[src/sv/rsa_pkg.sv]
package rsa_pkg;

  localparam int OFFSET_BITS = 24;
  localparam int COUNT_W     = 24;
  localparam int ALIGN_W     = 17;
  localparam int SIZE_W      = 25;
  localparam int STATUS_W    = 2;

  // Wide enough for any offset, size or offset plus count without overflow.
  localparam int CALC_W = ((OFFSET_BITS > SIZE_W) ? OFFSET_BITS : SIZE_W) + 1;
  localparam int CNT_W  = $clog2(OFFSET_BITS + 1);

  localparam logic [CALC_W-1:0] OFF_SPAN = CALC_W'(1) << OFFSET_BITS;
  localparam logic [SIZE_W-1:0] BUFFER_SIZE_RESET = 25'h100_0000;

  localparam logic KIND_RESERVE = 1'b0;
  localparam logic KIND_COMMIT  = 1'b1;

  localparam logic [STATUS_W-1:0] STATUS_OK        = 2'd0;
  localparam logic [STATUS_W-1:0] STATUS_NO_SPACE  = 2'd1;
  localparam logic [STATUS_W-1:0] STATUS_REJECTED  = 2'd2;

  typedef struct packed {
    logic               kind;
    logic [COUNT_W-1:0] byte_count;
    logic [ALIGN_W-1:0] alignment;
    logic [COUNT_W-1:0] reader_position;
  } req_t;

  typedef struct packed {
    logic [STATUS_W-1:0] status;
    logic [COUNT_W-1:0]  start_offset;
  } rsp_t;

  function automatic logic [COUNT_W-1:0] to_count(input logic [OFFSET_BITS-1:0] off);
    logic [CALC_W-1:0] wide;
    wide = CALC_W'(off);
    return wide[COUNT_W-1:0];
  endfunction

endpackage

[src/sv/rsa_modulo.sv]
module rsa_modulo (
  input  logic                              clk,
  input  logic                              rst,
  input  logic                              go,
  input  logic [rsa_pkg::OFFSET_BITS-1:0]   dividend,
  input  logic [rsa_pkg::ALIGN_W-1:0]       divisor,
  output logic                              done,
  output logic [rsa_pkg::ALIGN_W-1:0]       remainder
);

  logic [rsa_pkg::OFFSET_BITS-1:0] dividend_sr;
  logic [rsa_pkg::ALIGN_W-1:0]     rem;
  logic [rsa_pkg::ALIGN_W-1:0]     rem_next;
  logic [rsa_pkg::ALIGN_W:0]       trial;
  logic [rsa_pkg::ALIGN_W:0]       diff;
  logic                            fits;
  logic                            running;
  logic [rsa_pkg::CNT_W-1:0]       count;

  // Restoring remainder, one dividend bit per cycle from the top.
  always_comb begin
    trial    = {rem, dividend_sr[rsa_pkg::OFFSET_BITS-1]};
    fits     = trial >= {1'b0, divisor};
    diff     = trial - {1'b0, divisor};
    rem_next = fits ? diff[rsa_pkg::ALIGN_W-1:0] : trial[rsa_pkg::ALIGN_W-1:0];
  end

  always_ff @(posedge clk) begin
    if (rst) begin
      running <= 1'b0;
      done    <= 1'b0;
      count   <= '0;
    end else begin
      done <= 1'b0;
      if (go) begin
        running <= 1'b1;
        count   <= rsa_pkg::CNT_W'(rsa_pkg::OFFSET_BITS);
      end else if (running) begin
        count <= count - rsa_pkg::CNT_W'(1);
        if (count == rsa_pkg::CNT_W'(1)) begin
          running <= 1'b0;
          done    <= 1'b1;
        end
      end
    end
  end

  always_ff @(posedge clk) begin
    if (go) begin
      dividend_sr <= dividend;
      rem         <= '0;
    end else if (running) begin
      dividend_sr <= dividend_sr << 1;
      rem         <= rem_next;
    end
  end

  assign remainder = rem;

endmodule

[src/sv/ring_stream_allocator_core.sv]
// Ring-buffer space allocator.
// Items come in on req and are taken at a clock edge where start is high and
// busy is low. Each item gives exactly one result beat on rsp, shown for one
// cycle with done high; the receiver has no way to hold it off.
// A reserve asks for byte_count plus alignment free bytes, first up to the
// buffer end, then by wrapping to zero before the reader, or between the
// write offset and the reader. A granted offset is rounded up to the
// alignment, which may be any value from one to 2^17 - 1; zero counts as one.
// A commit, a failed reserve or a reserve that wraps to zero is settled in
// S_DECIDE, which registers its result beat. A reserve that needs rounding
// passes through S_DECIDE and S_DIVIDE: the remainder of the write offset
// by the alignment comes from a bit-serial unit that consumes one offset bit
// per cycle. A new item may be taken in the cycle its predecessor's result
// is shown.
// buffer_size is written on the cfg channel, which is ready whenever busy is
// low. Reset clears the write offset and the last reservation and sets
// buffer_size to 2^24; the block is ready in the first cycle after reset.
module ring_stream_allocator_core (
  input  logic                        clk,
  input  logic                        rst,
  input  logic                        start,
  output logic                        busy,
  input  rsa_pkg::req_t               req,
  output logic                        done,
  output rsa_pkg::rsp_t               rsp,
  input  logic                        cfg_valid,
  output logic                        cfg_ready,
  input  logic [rsa_pkg::SIZE_W-1:0]  cfg_data
);

  typedef enum logic [1:0] {S_IDLE, S_DECIDE, S_DIVIDE} state_t;
  typedef enum logic [1:0] {OUT_FAIL, OUT_WRAP, OUT_ROUND} outcome_t;

  state_t state;

  logic [rsa_pkg::OFFSET_BITS-1:0] write_offset;
  logic [rsa_pkg::COUNT_W-1:0]     last_reserved_bytes;
  logic [rsa_pkg::SIZE_W-1:0]      buffer_size;

  logic                            kind_q;
  logic [rsa_pkg::COUNT_W-1:0]     bytes_q;
  logic [rsa_pkg::ALIGN_W-1:0]     align_q;
  logic [rsa_pkg::COUNT_W-1:0]     reader_q;

  logic [rsa_pkg::CALC_W-1:0]      size_c;
  logic [rsa_pkg::CALC_W-1:0]      wo_c;
  logic [rsa_pkg::CALC_W-1:0]      rd_c;
  logic [rsa_pkg::CALC_W-1:0]      need;
  logic [rsa_pkg::CALC_W-1:0]      room;
  logic [rsa_pkg::CALC_W-1:0]      commit_next;
  logic [rsa_pkg::CALC_W-1:0]      rounded;
  logic                            commit_bad;
  outcome_t                        outcome;

  logic                            div_go;
  logic                            div_done;
  logic [rsa_pkg::ALIGN_W-1:0]     div_rem;

  assign busy      = (state != S_IDLE);
  assign cfg_ready = (state == S_IDLE);

  always_comb begin
    size_c = (rsa_pkg::CALC_W'(buffer_size) > rsa_pkg::OFF_SPAN) ?
             rsa_pkg::OFF_SPAN : rsa_pkg::CALC_W'(buffer_size);
    wo_c   = rsa_pkg::CALC_W'(write_offset);
    rd_c   = rsa_pkg::CALC_W'(reader_q);
    need   = rsa_pkg::CALC_W'(bytes_q) + rsa_pkg::CALC_W'(align_q);
    room   = (wo_c <= size_c) ? (size_c - wo_c) : '0;

    if (wo_c >= rd_c) begin
      if (need <= room) begin
        outcome = OUT_ROUND;
      end else if (need <= rd_c) begin
        outcome = OUT_WRAP;
      end else begin
        outcome = OUT_FAIL;
      end
    end else if (need <= rd_c - wo_c) begin
      outcome = OUT_ROUND;
    end else begin
      outcome = OUT_FAIL;
    end

    commit_next = wo_c + rsa_pkg::CALC_W'(bytes_q);
    commit_bad  = (commit_next > size_c) || (commit_next >= rsa_pkg::OFF_SPAN) ||
                  (bytes_q > last_reserved_bytes);

    // A zero remainder means the offset is already aligned.
    rounded = (div_rem == '0) ? wo_c :
              wo_c + rsa_pkg::CALC_W'(align_q) - rsa_pkg::CALC_W'(div_rem);
  end

  assign div_go = (state == S_DECIDE) && (kind_q == rsa_pkg::KIND_RESERVE) &&
                  (outcome == OUT_ROUND);

  rsa_modulo u_modulo (
    .clk       (clk),
    .rst       (rst),
    .go        (div_go),
    .dividend  (write_offset),
    .divisor   (align_q),
    .done      (div_done),
    .remainder (div_rem)
  );

  always_ff @(posedge clk) begin
    if (rst) begin
      state               <= S_IDLE;
      done                <= 1'b0;
      write_offset        <= '0;
      last_reserved_bytes <= '0;
      buffer_size         <= rsa_pkg::BUFFER_SIZE_RESET;
    end else begin
      done <= 1'b0;
      if (cfg_valid && cfg_ready) begin
        buffer_size <= cfg_data;
      end
      case (state)
        S_IDLE: begin
          if (start) begin
            state <= S_DECIDE;
          end
        end
        S_DECIDE: begin
          if (kind_q == rsa_pkg::KIND_COMMIT) begin
            state <= S_IDLE;
            done  <= 1'b1;
            if (commit_bad) begin
              rsp.status       <= rsa_pkg::STATUS_REJECTED;
              rsp.start_offset <= rsa_pkg::to_count(write_offset);
            end else begin
              write_offset     <= commit_next[rsa_pkg::OFFSET_BITS-1:0];
              rsp.status       <= rsa_pkg::STATUS_OK;
              rsp.start_offset <= rsa_pkg::to_count(commit_next[rsa_pkg::OFFSET_BITS-1:0]);
            end
          end else begin
            case (outcome)
              OUT_ROUND: begin
                state <= S_DIVIDE;
              end
              OUT_WRAP: begin
                state               <= S_IDLE;
                done                <= 1'b1;
                write_offset        <= '0;
                last_reserved_bytes <= bytes_q;
                rsp.status          <= rsa_pkg::STATUS_OK;
                rsp.start_offset    <= '0;
              end
              default: begin
                state            <= S_IDLE;
                done             <= 1'b1;
                rsp.status       <= rsa_pkg::STATUS_NO_SPACE;
                rsp.start_offset <= rsa_pkg::to_count(write_offset);
              end
            endcase
          end
        end
        S_DIVIDE: begin
          if (div_done) begin
            state               <= S_IDLE;
            done                <= 1'b1;
            write_offset        <= rounded[rsa_pkg::OFFSET_BITS-1:0];
            last_reserved_bytes <= bytes_q;
            rsp.status          <= rsa_pkg::STATUS_OK;
            rsp.start_offset    <= rsa_pkg::to_count(rounded[rsa_pkg::OFFSET_BITS-1:0]);
          end
        end
        default: begin
          state <= S_IDLE;
        end
      endcase
    end
  end

  // The item is held for the whole of its work; zero alignment counts as one.
  always_ff @(posedge clk) begin
    if (start && !busy) begin
      kind_q   <= req.kind;
      bytes_q  <= req.byte_count;
      align_q  <= (req.alignment == '0) ? rsa_pkg::ALIGN_W'(1) : req.alignment;
      reader_q <= req.reader_position;
    end
  end

endmodule

[config.mk]
export PLATFORM = sky130hd
export DESIGN_NAME = ring_stream_allocator_core
export DESIGN_NICKNAME = d
export VERILOG_FILES = /design/src/sv/rsa_pkg.sv /design/src/sv/rsa_modulo.sv /design/src/sv/ring_stream_allocator_core.sv
export SDC_FILE = /design/constraint.sdc
export NUM_CORES = 1
export LEC_CHECK = 0
export ABC_CLOCK_PERIOD_IN_PS = 10000
export BUFFER_PORTS_ARGS = -buffer_cell sky130_fd_sc_hd__buf_2
export CAP_MARGIN = 20
export CORE_ASPECT_RATIO = 1.25
export CORE_UTILIZATION = 60
export CTS_BUF_LIST = sky130_fd_sc_hd__clkbuf_16
export DETAILED_ROUTE_END_ITERATION = 10
export GPL_TIMING_DRIVEN = 0
export PLACE_DENSITY = 0.79
export SYNTH_ARGS = -nofsm -noshare
export SYNTH_HDL_FRONTEND = slang
export SYNTH_HIERARCHICAL = 1
export SYNTH_SLANG_ARGS = --single-unit
[constraint.sdc]
create_clock -name clk -period 10 [get_ports clk]
set_input_delay 0.5 -clock clk [delete_from_list [all_inputs] [get_ports clk]]
set_output_delay 0.5 -clock clk [all_outputs]
set_load 0.005 [all_outputs]
Word-level counts from Yosys, hierarchy flattened

Index checks and enable logic that the tools add are counted.

Bits in registers: 216
Bits of input ports: 95
Output and inout port bits: 29
Logic and storage cells: 108

Add/subtract/negate cells: 8
$lt $le $gt $ge: 10
Equal/unequal tests: 12
Muxes and demuxes: 39
Bitwise logic cells: 3
Reductions and logical operators: 19

Operators by type and width:

| operator                                                       | count |
|---|---|
| 24-bit 2-to-1 mux                                              | 10 |
| 26-bit 2-to-1 mux                                              | 4 |
| 26-bit case mux with 2 select lines                            | 2 |
| 24-bit case mux with 2 select lines                            | 2 |
| 25-bit by 26-bit <= comparator with 1-bit output               | 2 |
| 17-bit zero test                                               | 2 |
| 25-bit by 24-bit subtractor with 26-bit output                 | 1 |
| 24-bit by 17-bit adder with 25-bit output                      | 1 |
| 24-bit by 24-bit adder with 25-bit output                      | 1 |
| 25-bit greater-or-equal comparator (second input constant)     | 1 |
| 25-bit greater-than comparator                                 | 1 |
| 25-bit greater-than comparator (second input constant)         | 1 |
| 24-bit by 25-bit <= comparator with 1-bit output               | 1 |
| 25-bit by 24-bit <= comparator with 1-bit output               | 1 |
| 25-bit 2-to-1 mux                                              | 1 |
| 24-bit by 24-bit subtractor with 25-bit output                 | 1 |
| 24-bit by 17-bit adder with 24-bit output                      | 1 |
| 24-bit greater-or-equal comparator                             | 1 |
| 24-bit greater-than comparator                                 | 1 |
| 24-bit by 17-bit subtractor with 24-bit output                 | 1 |
| 18-bit by 17-bit greater-or-equal comparator with 1-bit output | 1 |
| 17-bit 2-to-1 mux                                              | 1 |
| 17-bit subtractor                                              | 1 |
| 2-bit 2-to-1 mux                                               | 7 |
| other kinds (22)                                               | 45 |

Logic depth before layout (Yosys ltp)

Gate-level depths: netlist of the first run.

Depth in word-level cells: 11
Depth in mapped cells: 31
Gate-level depth less buffers: 30

By module

Netlist of the first run, hierarchy kept.

By module, submodules not included:

| module                     | instances | cells each | area each (µm²) | seq. area each (µm²) |
|---|---|---|---|---|
| ring_stream_allocator_core | 1         | 1863       | 15846.4         | 4284.1 |
| rsa_modulo                 | 1         | 312        | 3095.5          | 1201.2 |

Worst setup path after synthesis of the first run

OpenSTA, ideal clock, no wires.

Path type: register to register
Start point: reg buffer_size[18] (netlist bit)
End point: reg rsp[0] (netlist bit) (enable)
Library setup time: 0.447 ns
Arrival time: 6.942 ns
Required time: 9.553 ns
Setup slack: 2.611 ns
Cell stages (with the launch flop): 27
Path buffers: 1
Clock period less this slack: 7.389 ns
Cells stage by stage: dfxtp_1 > nor4_1 > nand4_1 > o21ai_1 > clkbuf_1 > nand2_1 > inv_1 > ha_1 > nand3_1 > or3_1 > a211oi_1 > or3_1 > inv_1 > o21ai_0 > a21o_1 > a21oi_1 > xnor2_1 > nand2_1 > ha_1 > nand4_1 > nor4_1 > o31a_1 > o21ai_0 > a211oi_4 > a311o_1 > nor2_1 > nor3b_1

Longest elaborated chain between the ends: 10
Elaborated cells between the ends (all ways): 11
Those cells by class: 1 x add/sub; 3 x order compare; 2 x eq/ne; 4 x mux; 1 x reduce/logical

RTL lines:

| item                                                                                                               | line                              | text |
|---|---|---|
| start, declared                                                                                                    | ring_stream_allocator_core.sv:38  | `logic [rsa_pkg::SIZE_W-1:0] buffer_size;` |
| start signal, assigned                                                                                             | ring_stream_allocator_core.sv:112 | `buffer_size <= rsa_pkg::BUFFER_SIZE_RESET;` |
| start signal, assigned                                                                                             | ring_stream_allocator_core.sv:116 | `buffer_size <= cfg_data;` |
| 25-bit greater-than comparator                                                                                     | ring_stream_allocator_core.sv:63  | `size_c = (rsa_pkg::CALC_W'(buffer_size) > rsa_pkg::OFF_SPAN) ?` |
| 25-bit 2-to-1 mux (*)                                                                                              | ring_stream_allocator_core.sv:63  |  |
| 25-bit by 24-bit subtractor with 26-bit output or 24-bit by 25-bit <= comparator with 1-bit output (tied branches) | ring_stream_allocator_core.sv:68  | `room = (wo_c <= size_c) ? (size_c - wo_c) : '0;` |
| 26-bit 2-to-1 mux (*)                                                                                              | ring_stream_allocator_core.sv:68  |  |
| 25-bit by 26-bit <= comparator with 1-bit output (*)                                                               | ring_stream_allocator_core.sv:71  | `if (need <= room) begin` |
| 2-bit 2-to-1 mux (*)                                                                                               | ring_stream_allocator_core.sv:71  |  |
| 2-bit 2-to-1 mux (*)                                                                                               | ring_stream_allocator_core.sv:70  | `if (wo_c >= rd_c) begin` |
| 2-bit equality test (*)                                                                                            | ring_stream_allocator_core.sv:137 | `case (outcome)` |
| 3-bit != test (no source line) (*)                                                                                 | n/a                               |  |
| 4-bit AND reduction (no source line) (*)                                                                           | n/a                               |  |
| end, declared                                                                                                      | ring_stream_allocator_core.sv:25  | `output rsa_pkg::rsp_t rsp,` |

Mark *: on every way between the ends. The rest lies on a longest branch, timed or not.
A chain may end at the register's enable or synchronous reset.

Final worst setup path of the first run

Start point: reg buffer_size[18] (netlist bit)
End point: reg u_modulo/dividend_sr[22] (netlist bit), data pin

Longest elaborated chain between the ends: 10
Elaborated cells between the ends (all ways): 11
Those cells by class: 1 x add/sub; 3 x order compare; 1 x eq/ne; 5 x mux; 1 x reduce/logical

RTL lines:

| item                                                                                                               | line                             | text |
|---|---|---|
| 25-bit greater-than comparator                                                                                     | ring_stream_allocator_core.sv:63 |  |
| 25-bit 2-to-1 mux (*)                                                                                              | ring_stream_allocator_core.sv:63 |  |
| 25-bit by 24-bit subtractor with 26-bit output or 24-bit by 25-bit <= comparator with 1-bit output (tied branches) | ring_stream_allocator_core.sv:68 |  |
| 26-bit 2-to-1 mux (*)                                                                                              | ring_stream_allocator_core.sv:68 |  |
| 25-bit by 26-bit <= comparator with 1-bit output (*)                                                               | ring_stream_allocator_core.sv:71 |  |
| 2-bit 2-to-1 mux (*)                                                                                               | ring_stream_allocator_core.sv:71 |  |
| 2-bit 2-to-1 mux (*)                                                                                               | ring_stream_allocator_core.sv:70 |  |
| 2-bit equality test (*)                                                                                            | ring_stream_allocator_core.sv:94 | `(outcome == OUT_ROUND);` |
| 1-bit logical AND (*)                                                                                              | ring_stream_allocator_core.sv:93 | `assign div_go = (state == S_DECIDE) && (kind_q == rsa_pkg::KIND_RESERVE) &&` |
| net div_go                                                                                                         | ring_stream_allocator_core.sv:55 | `logic div_go;` |
| 24-bit 2-to-1 mux (*)                                                                                              | rsa_modulo.sv:49                 | `if (go) begin` |
| end signal, assigned                                                                                               | rsa_modulo.sv:50                 | `dividend_sr <= dividend;` |
| end signal, assigned                                                                                               | rsa_modulo.sv:53                 | `dividend_sr <= dividend_sr << 1;` |
| end, declared                                                                                                      | rsa_modulo.sv:11                 | `logic [rsa_pkg::OFFSET_BITS-1:0] dividend_sr;` |

The timed path passes the listed nets; every way through them passes the cells marked *.

==> results.sh, run 1 <==
export IMPL_synthCells=2175
export IMPL_clockBufferDepth=3
export IMPL_crit_fanout=10
export IMPL_hold_class="primary input to flip-flop"
export IMPL_internal_power_w=0.00288
export IMPL_start_kind="flip-flop"
export IMPL_antenna_left=0
export IMPL_slew_violations=0
export IMPL_post_route_period_util_pct=86.7
export IMPL_fin_nets=2702
export IMPL_max_slew_worst_pin_slew_ns=1.07
export IMPL_cts_sinks=216
export IMPL_setup_tns_ns=0
export IMPL_drive_above_1_share_pct=10.5
export IMPL_totalWireLength_mm=61.5
export IMPL_synth_nets=2549
export IMPL_design_die_area_mm2=0.0323
export IMPL_grt_pass1_wl_mm=93.4
export IMPL_dpl_hpwl_mm=50.0
export IMPL_r2r_start="buffer_size[18]"
export IMPL_clk_latency_ns=0.55
export IMPL_yosys_cell_types_count=93
export IMPL_htreeDepth=1
export IMPL_instances_no_fill=2753
export IMPL_cpLargestDelayFamily="compound AO/OA/AOI/OAI gates"
export IMPL_whs_endpoint="reader_q[21]"
export IMPL_r2r_slack_ns=1.33
export IMPL_cts_tree="built"
export IMPL_holdPathStages=1
export IMPL_switching_share_pct=45.9
export IMPL_fillers=2598
export IMPL_first_global_vias=16984
export IMPL_fp_dieW_um=161
export IMPL_place_port_buffers=123
export IMPL_ctsHoldBuffers=0
export IMPL_path_clk_slew_ns=0.07
export IMPL_max_freq_mhz=115
export IMPL_ys_seq_area_share_pct=29.0
export IMPL_final_hold_viol_count=0
export IMPL_num_rows=72
export IMPL_slowest_stage="buf_1"
export IMPL_critPathRequiredTime_ns=10.29
export IMPL_r2r_cells=28
export IMPL_vias=17453
export IMPL_fin_crit_ns=8.67
export IMPL_antenna_found_initial=0
export IMPL_crit_top_cell="a21oi_1"
export IMPL_synth_async_reset_ratio_pct=0
export IMPL_setup_violations=0
export IMPL_power_density_mw_per_mm2=254
export IMPL_relSlewSlack_pct=28.5
export IMPL_post_cts_setup_buffer_count=0
export IMPL_seq_power_share_pct=23.7
export IMPL_drc=0
export IMPL_synthFlopType="edfxtp_1"
export IMPL_grt_max_degree=67
export IMPL_p_leak_nw=9.29
export IMPL_synth_edf_count=116
export IMPL_critPathBufInv=4
export IMPL_grt_setup_unrepaired="no"
export IMPL_viasPerCell=6.34
export IMPL_switching_power_w=0.00244
export IMPL_critPathArrivalTime_ns=8.96
export IMPL_syn_area_mm2=0.0189
export IMPL_drv_cap=0
export IMPL_post_cts_resized=0
export IMPL_endpoint_kind="flip-flop"
export IMPL_area_growth_pct=10.5
export IMPL_status="finished clean"
export IMPL_final_setup_skew_ns=0.0122
export IMPL_r2r_end="u_modulo/dividend_sr[22]"
export IMPL_vdd_drop_max_mv=0.183
export IMPL_grt_use_total_pct=37.7
export IMPL_dp_cells=2708
export IMPL_max_stage_delay_ns=0.70
export IMPL_dr_pass1_iters=6
export IMPL_gp_congestion=1.01
export IMPL_ys_seq_elements=216
export IMPL_worstSetupPathType="flip-flop to flip-flop"
export IMPL_p_clk_share_pct=17.4
export IMPL_wl_per_cell_um=22.3
export IMPL_synth_area_per_cell_um2=8.71
export IMPL_start_util_pct=61.1
export IMPL_cts_buffers=24
export IMPL_p_comb_share_pct=58.9
export IMPL_antenna_cells=0
export IMPL_ios=124
export IMPL_hp_start="req[21]"
export IMPL_drtIter0Drc=1443
export IMPL_coreArea_mm2=0.0310
export IMPL_yosysWarnings=6
export IMPL_overflow=0
export IMPL_die_h_um=201
export IMPL_cts_root_buf="clkbuf_16"
layout make-up:
type / count / area [µm²] / share of cell area (%)
well taps: 407 / 509 / 2.43
clock inverters: 18 / 164 / 0.783
repair buffers: 127 / 658 / 3.14
multi-input cells: 1661 / 12300 / 58.6
inverters: 230 / 863 / 4.12
flip-flops and latches: 216 / 5490 / 26.2
clock buffers: 26 / 651 / 3.11
plain buffers: 68 / 325 / 1.55
worst max path at each step:
stage                    startpoint  slack (ns)                        to  depth (start not counted)
CTS                 buffer_size[18]        1.60  u_modulo/dividend_sr[22]                         28
finish              buffer_size[18]        1.33  u_modulo/dividend_sr[22]                         28
floorplan           buffer_size[18]        2.61                    rsp[0]                         26
global placement    buffer_size[18]        0.07                    rsp[2]                         26
detailed placement  buffer_size[18]        1.64  u_modulo/dividend_sr[22]                         28
global route        buffer_size[18]        0.85  u_modulo/dividend_sr[22]                         28
routing by layer:
metal	vias to the layer above	part of all wire (%)	GRT usage [%]	wire length, µm
met4	0	8.1	26.2	4950
met5	-	0	0	0
met3	220	7.4	5.14	4560
met2	816	47	63.5	28700
met1	8209	38	44.2	23200
li1	8208	-	-	-
worst reg2reg max path: cells and delay by family, from the launching register on:
family / cells / cell delay [ns]
fa+ha+maj: 2 / 0.59
compound gates: 14 / 3.59
simple gates: 6 / 1.52
mux: 1 / 0.43
xor+xnor: 1 / 0.21
flops: 1 / 0.33
buf+inv: 4 / 1.76
through the flow:
stage	area, µm²	setup WS (ns)	total power (W)	utilization, %	hold WS [ns]
global route	20900	0.847	0.00566	67.5	0.108
finish	20900	1.33	0.00531	67.5	0.124
global placement	20100	0.0728	0.00420	64.8	0.463
CTS	20900	1.60	0.00523	67.5	0.106
floorplan	18900	2.61	0.00348	-	0.444
detailed placement	20100	1.64	0.00430	64.9	0.471
kinds of logic after synthesis:
logic type	count (synthesis)	share of synthesized area [%]
and+or+nand+nor	609	15.4
AOI/OAI and AO/OA	608	21.9
buffers and inverters	298	6.28
adders and majority gates	279	19.3
DFF	216	29.0
xor gates and xnor gates	108	4.99
muxes	57	3.17
state kept, by name, summed over array words and instances (netlist names), 2 cells and up:
signal / cells
u_modulo/dividend_sr: 24
u_modulo/count: 5
u_modulo/remainder: 17
align_q: 17
bytes_q: 24
reader_q: 24
write_offset: 24
last_reserved_bytes: 24
state: 2
rsp: 26
buffer_size: 25
cell usage in the layout, fill, tap and decap left out, types with 23 or more instances in the layout:
master	instances
ha_1	257
xnor2_1	61
clkbuf_1	48
o21ai_0	84
dfxtp_1	100
a21o_1	65
xor2_1	47
a211oi_1	47
mux2i_1	33
inv_1	232
nor2b_1	26
nor3_1	37
a21oi_1	190
o211ai_1	25
mux2_2	23
edfxtp_1	116
nand2_1	217
nor2_1	130
buf_2	129
nand2b_1	26
nand3_1	44
nand4_1	35
o21a_1	23
clkbuf_16	26
cells in the mapped netlist (7+ instances only):
master / n / share of area [%]
a2111oi_0: 8 / 0.37
a211o_1: 7 / 0.32
a211oi_1: 47 / 1.9
a211oi_2: 10 / 0.66
a21o_1: 65 / 2.6
a21oi_1: 190 / 5.0
a221o_1: 15 / 0.79
a311o_1: 8 / 0.42
a31oi_1: 13 / 0.43
and2_1: 15 / 0.50
and3_1: 19 / 0.63
buf_6: 8 / 0.48
clkbuf_1: 48 / 0.95
dfxtp_1: 100 / 11
edfxtp_1: 116 / 18
fa_1: 22 / 2.3
ha_1: 257 / 17
inv_1: 229 / 4.5
mux2_2: 23 / 1.4
mux2i_1: 33 / 1.7
nand2_1: 217 / 4.3
nand2b_1: 26 / 0.86
nand3_1: 44 / 1.2
nand4_1: 35 / 1.2
nor2_1: 130 / 2.6
nor2b_1: 26 / 0.86
nor3_1: 37 / 0.98
nor4_1: 16 / 0.53
o211ai_1: 25 / 0.99
o21a_1: 23 / 0.91
o21ai_0: 84 / 2.2
o21ai_1: 8 / 0.21
o21bai_1: 18 / 0.71
o22ai_1: 8 / 0.26
o31a_1: 7 / 0.32
o31ai_1: 7 / 0.28
or3_1: 15 / 0.50
xnor2_1: 61 / 2.8
xor2_1: 47 / 2.2
power groups by stage:
stage / Clock (W) / Sequential [W] / Combinational [W]
2_1_floorplan: 0 / 0.00120 / 0.00228
3_3_place_gp: 0 / 0.00127 / 0.00293
3_5_place_dp: 0 / 0.00127 / 0.00303
4_1_cts: 0.000934 / 0.00125 / 0.00305
5_1_grt: 0.000966 / 0.00127 / 0.00343
6_report: 0.000927 / 0.00126 / 0.00313
Power figures use the tool's default switching activity.
==> run 2, diff against run 1 <==
--- a/config.mk
+++ b/config.mk
@@ -5,6 +5,7 @@
 export SDC_FILE = /design/constraint.sdc
 export NUM_CORES = 1
 export LEC_CHECK = 0
+export ABC_AREA = 1
 export ABC_CLOCK_PERIOD_IN_PS = 10000
 export BUFFER_PORTS_ARGS = -buffer_cell sky130_fd_sc_hd__buf_2
 export CAP_MARGIN = 20
@@ -14,6 +15,7 @@
 export DETAILED_ROUTE_END_ITERATION = 10
 export GPL_TIMING_DRIVEN = 0
 export PLACE_DENSITY = 0.79
+export SKIP_CTS_REPAIR_TIMING = 1
 export SYNTH_ARGS = -nofsm -noshare
 export SYNTH_HDL_FRONTEND = slang
 export SYNTH_HIERARCHICAL = 1
==> run 2 against run 1 <==
  * Sequential cell count unchanged
  * Register-to-register slack better by 1.5 ns
  * Combinational power up 37%
  * Power grew 22%
  * Via count grew 13%
  * Setup slack better by 1.5 ns
  * Critical path depth rose by 11
  * Wire length up 4.4%
==> results.sh, run 2 <==
export IMPL_ys_seq_elements=216
export IMPL_relSlewSlack_pct=33.9
export IMPL_synth_most_common_cell="nand2_1"
export IMPL_ios=124
export IMPL_area_growth_pct=9.65
export IMPL_setup_tns_ns=0
export IMPL_cts_buffers=24
export IMPL_hold_class="primary input to flip-flop"
export IMPL_totalWireLength_mm=64.2
export IMPL_grt_use_met2_pct=59.8
export IMPL_r2r_slack_ns=2.82
export IMPL_r2r_cells=39
export IMPL_grt_pass1_wl_mm=97.8
export IMPL_ys_seq_area_share_pct=27.5
export IMPL_dp_cells=3351
export IMPL_layout_common_cells="nand2_1, inv_1, ha_1"
export IMPL_critPathArrivalTime_ns=7.68
export IMPL_fin_area_mm2=0.0219
export IMPL_clk_latency_ns=0.57
export IMPL_drv_cap=0
export IMPL_synth_area_per_cell_um2=7.10
export IMPL_gp_congestion=1.02
export IMPL_fin_nets=3334
export IMPL_max_freq_mhz=139
export IMPL_num_rows=74
export IMPL_max_slew_worst_pin_slew_ns=0.981
export IMPL_yosys_cell_types_count=54
export IMPL_synthFlopType="edfxtp_1"
export IMPL_die_h_um=206
export IMPL_synthTopCellsByArea="edfxtp_1, ha_1, nand2_1"
export IMPL_yosysTopAreaCell="edfxtp_1"
export IMPL_status="finished clean"
export IMPL_vias=19676
export IMPL_dr_pass1_iters=6
export IMPL_power_density_mw_per_mm2=297
export IMPL_cts_sinks=216
export IMPL_antenna_left=0
export IMPL_setup_violations=0
export IMPL_largest_reg_flops=26
export IMPL_synth_nets=3183
export IMPL_wl_per_cell_um=18.9
export IMPL_grt_busiest_layer="met2"
export IMPL_use_met3_pct=4.78
export IMPL_vdd_drop_max_mv=0.211
export IMPL_antenna_cells=0
export IMPL_syn_area_mm2=0.0200
export IMPL_crit_top_cell="nand2_1"
export IMPL_r2r_end="u_modulo/remainder[13]"
export IMPL_grt_max_degree=48
export IMPL_grtUsageMet1_pct=48.6
export IMPL_dpl_hpwl_mm=52.2
export IMPL_final_hold_viol_count=0
export IMPL_final_setup_skew_ns=0.0169
export IMPL_fin_crit_ns=7.18
export IMPL_start_util_pct=61.0
export IMPL_coreArea_mm2=0.0327
export IMPL_drc=0
export IMPL_slew_violations=0
export IMPL_overflow=0
export IMPL_drtIter0Drc=1689
export IMPL_fp_dieW_um=165
export IMPL_worstSetupPathType="flip-flop to flip-flop"
export IMPL_viasPerCell=5.79
export IMPL_post_route_util_pct=66.9
export IMPL_yosysWarnings=6
export IMPL_r2r_start="buffer_size[2]"
export IMPL_max_stage_delay_ns=0.67
export IMPL_slowest_stage="nor2_1"
export IMPL_post_route_period_util_pct=71.8
export IMPL_synth_edf_count=116
export IMPL_drive_above_1_share_pct=8.50
export IMPL_synth_top_area_share_pct=17.5
export IMPL_path_clk_slew_ns=0.07
export IMPL_cts_root_buf="clkbuf_16"
export IMPL_antenna_found_initial=0
export IMPL_instances_no_fill=3396
export IMPL_first_global_vias=18417
export IMPL_largestRegisters="rsp x26, buffer_size x25"
export IMPL_synthCells=2809
export IMPL_p_leak_nw=11.2
export IMPL_crit_fanout=10
export IMPL_cts_tree="built"
export IMPL_placed_area_mm2=0.0211
export IMPL_place_port_buffers=123
export IMPL_synth_async_reset_ratio_pct=0
export IMPL_design_die_area_mm2=0.0340
export IMPL_endpoint_kind="flip-flop"
export IMPL_htreeDepth=1
export IMPL_critPathLaunch="buffer_size[2]"
export IMPL_ys_top_cells_by_count="nand2_1, inv_1, ha_1, a21oi_1, nor2_1"
export IMPL_fillers=2914
export IMPL_grt_setup_unrepaired="no"
export IMPL_start_kind="flip-flop"
export IMPL_clockBufferDepth=3
export IMPL_final_common_cell="nand2_1"
export IMPL_worstSetupEndpoint="u_modulo/remainder[13]"
export IMPL_critPathRequiredTime_ns=10.50
export IMPL_top_register="rsp"
export IMPL_grt_use_total_pct=38.1
==> run 2: changes by cell type after synthesis, moves of 39 or more <==
cell and delta:
a21o_1 -51, nand2_1 +512, a211oi_1 -39, inv_1 +205, nand3_1 +88, nor2_1 +74
==> run 2: metrics by stage <==
stage          setup slack (ns)  hold WS, ns  power [W]
6_report                   2.82        0.105    0.00649
2_1_floorplan              4.78        0.437    0.00436
4_1_cts                    2.93       0.0817    0.00639
3_5_place_dp               3.01        0.454    0.00552
3_3_place_gp               3.03        0.449    0.00540
5_1_grt                    2.24       0.0891    0.00704
==> run 2: final cells by class <==
class	instances	area (µm²)	area share, %
Sequential cell	216	5490	25.1
Clock buffer	24	601	2.75
Multi-Input combinational cell	2078	12500	57.0
Clock inverter	20	139	0.635
Tap cell	418	523	2.39
Inverter	442	1660	7.58
Timing Repair Buffer	125	663	3.03
Buffer	73	345	1.58
==> run 2: kinds of logic (layout without fill, tap and decap cells) <==
| kind of cell | after synthesis | after routing | share of synthesized area (%) |
|---|---|---|---|
| simple gates | 1253 | 1253 | 27.1 |
| buf+inv | 515 | 684 | 10.0 |
| compound gates | 456 | 456 | 13.1 |
| fa+ha+maj | 279 | 279 | 18.3 |
| flops | 216 | 216 | 27.5 |
| xor+xnor | 90 | 90 | 3.95 |
==> run 2: layer usage <==
| layer | vias up | routed length, µm |
|---|---|---|
| met2 | 877 | 27900 |
| met1 | 8999 | 26000 |
| met3 | 233 | 5270 |
| met4 | 0 | 4970 |
| met5 | - | 0 |
| li1 | 9567 | - |
==> run 2: how the worst min path moves through the flow <==
stage / from / endpoint / cells past startpoint
detailed placement: last_reserved_bytes[9] / last_reserved_bytes[9] / 2
global route: req[59] / bytes_q[18] / 1
CTS: req[58] / bytes_q[17] / 1
floorplan: last_reserved_bytes[10] / last_reserved_bytes[10] / 2
global placement: last_reserved_bytes[11] / last_reserved_bytes[11] / 2
finish: req[57] / bytes_q[16] / 1
==> run 2: power breakdown <==
part	switching, W	internal, W	total (W)
registers	0.000195	0.00115	0.00135
logic	0.00280	0.00150	0.00430
clock network	0.000400	0.000445	0.000845
total	0.00340	0.00310	0.00649
==> run 2: worst max-delay path: cells and delay by family, from the launching register on <==
family          cells  cell delay, ns
buf+inv             9            1.88
flops               1            0.31
compound gates      1            0.15
fa+ha+maj           3            0.80
simple gates       26            3.94
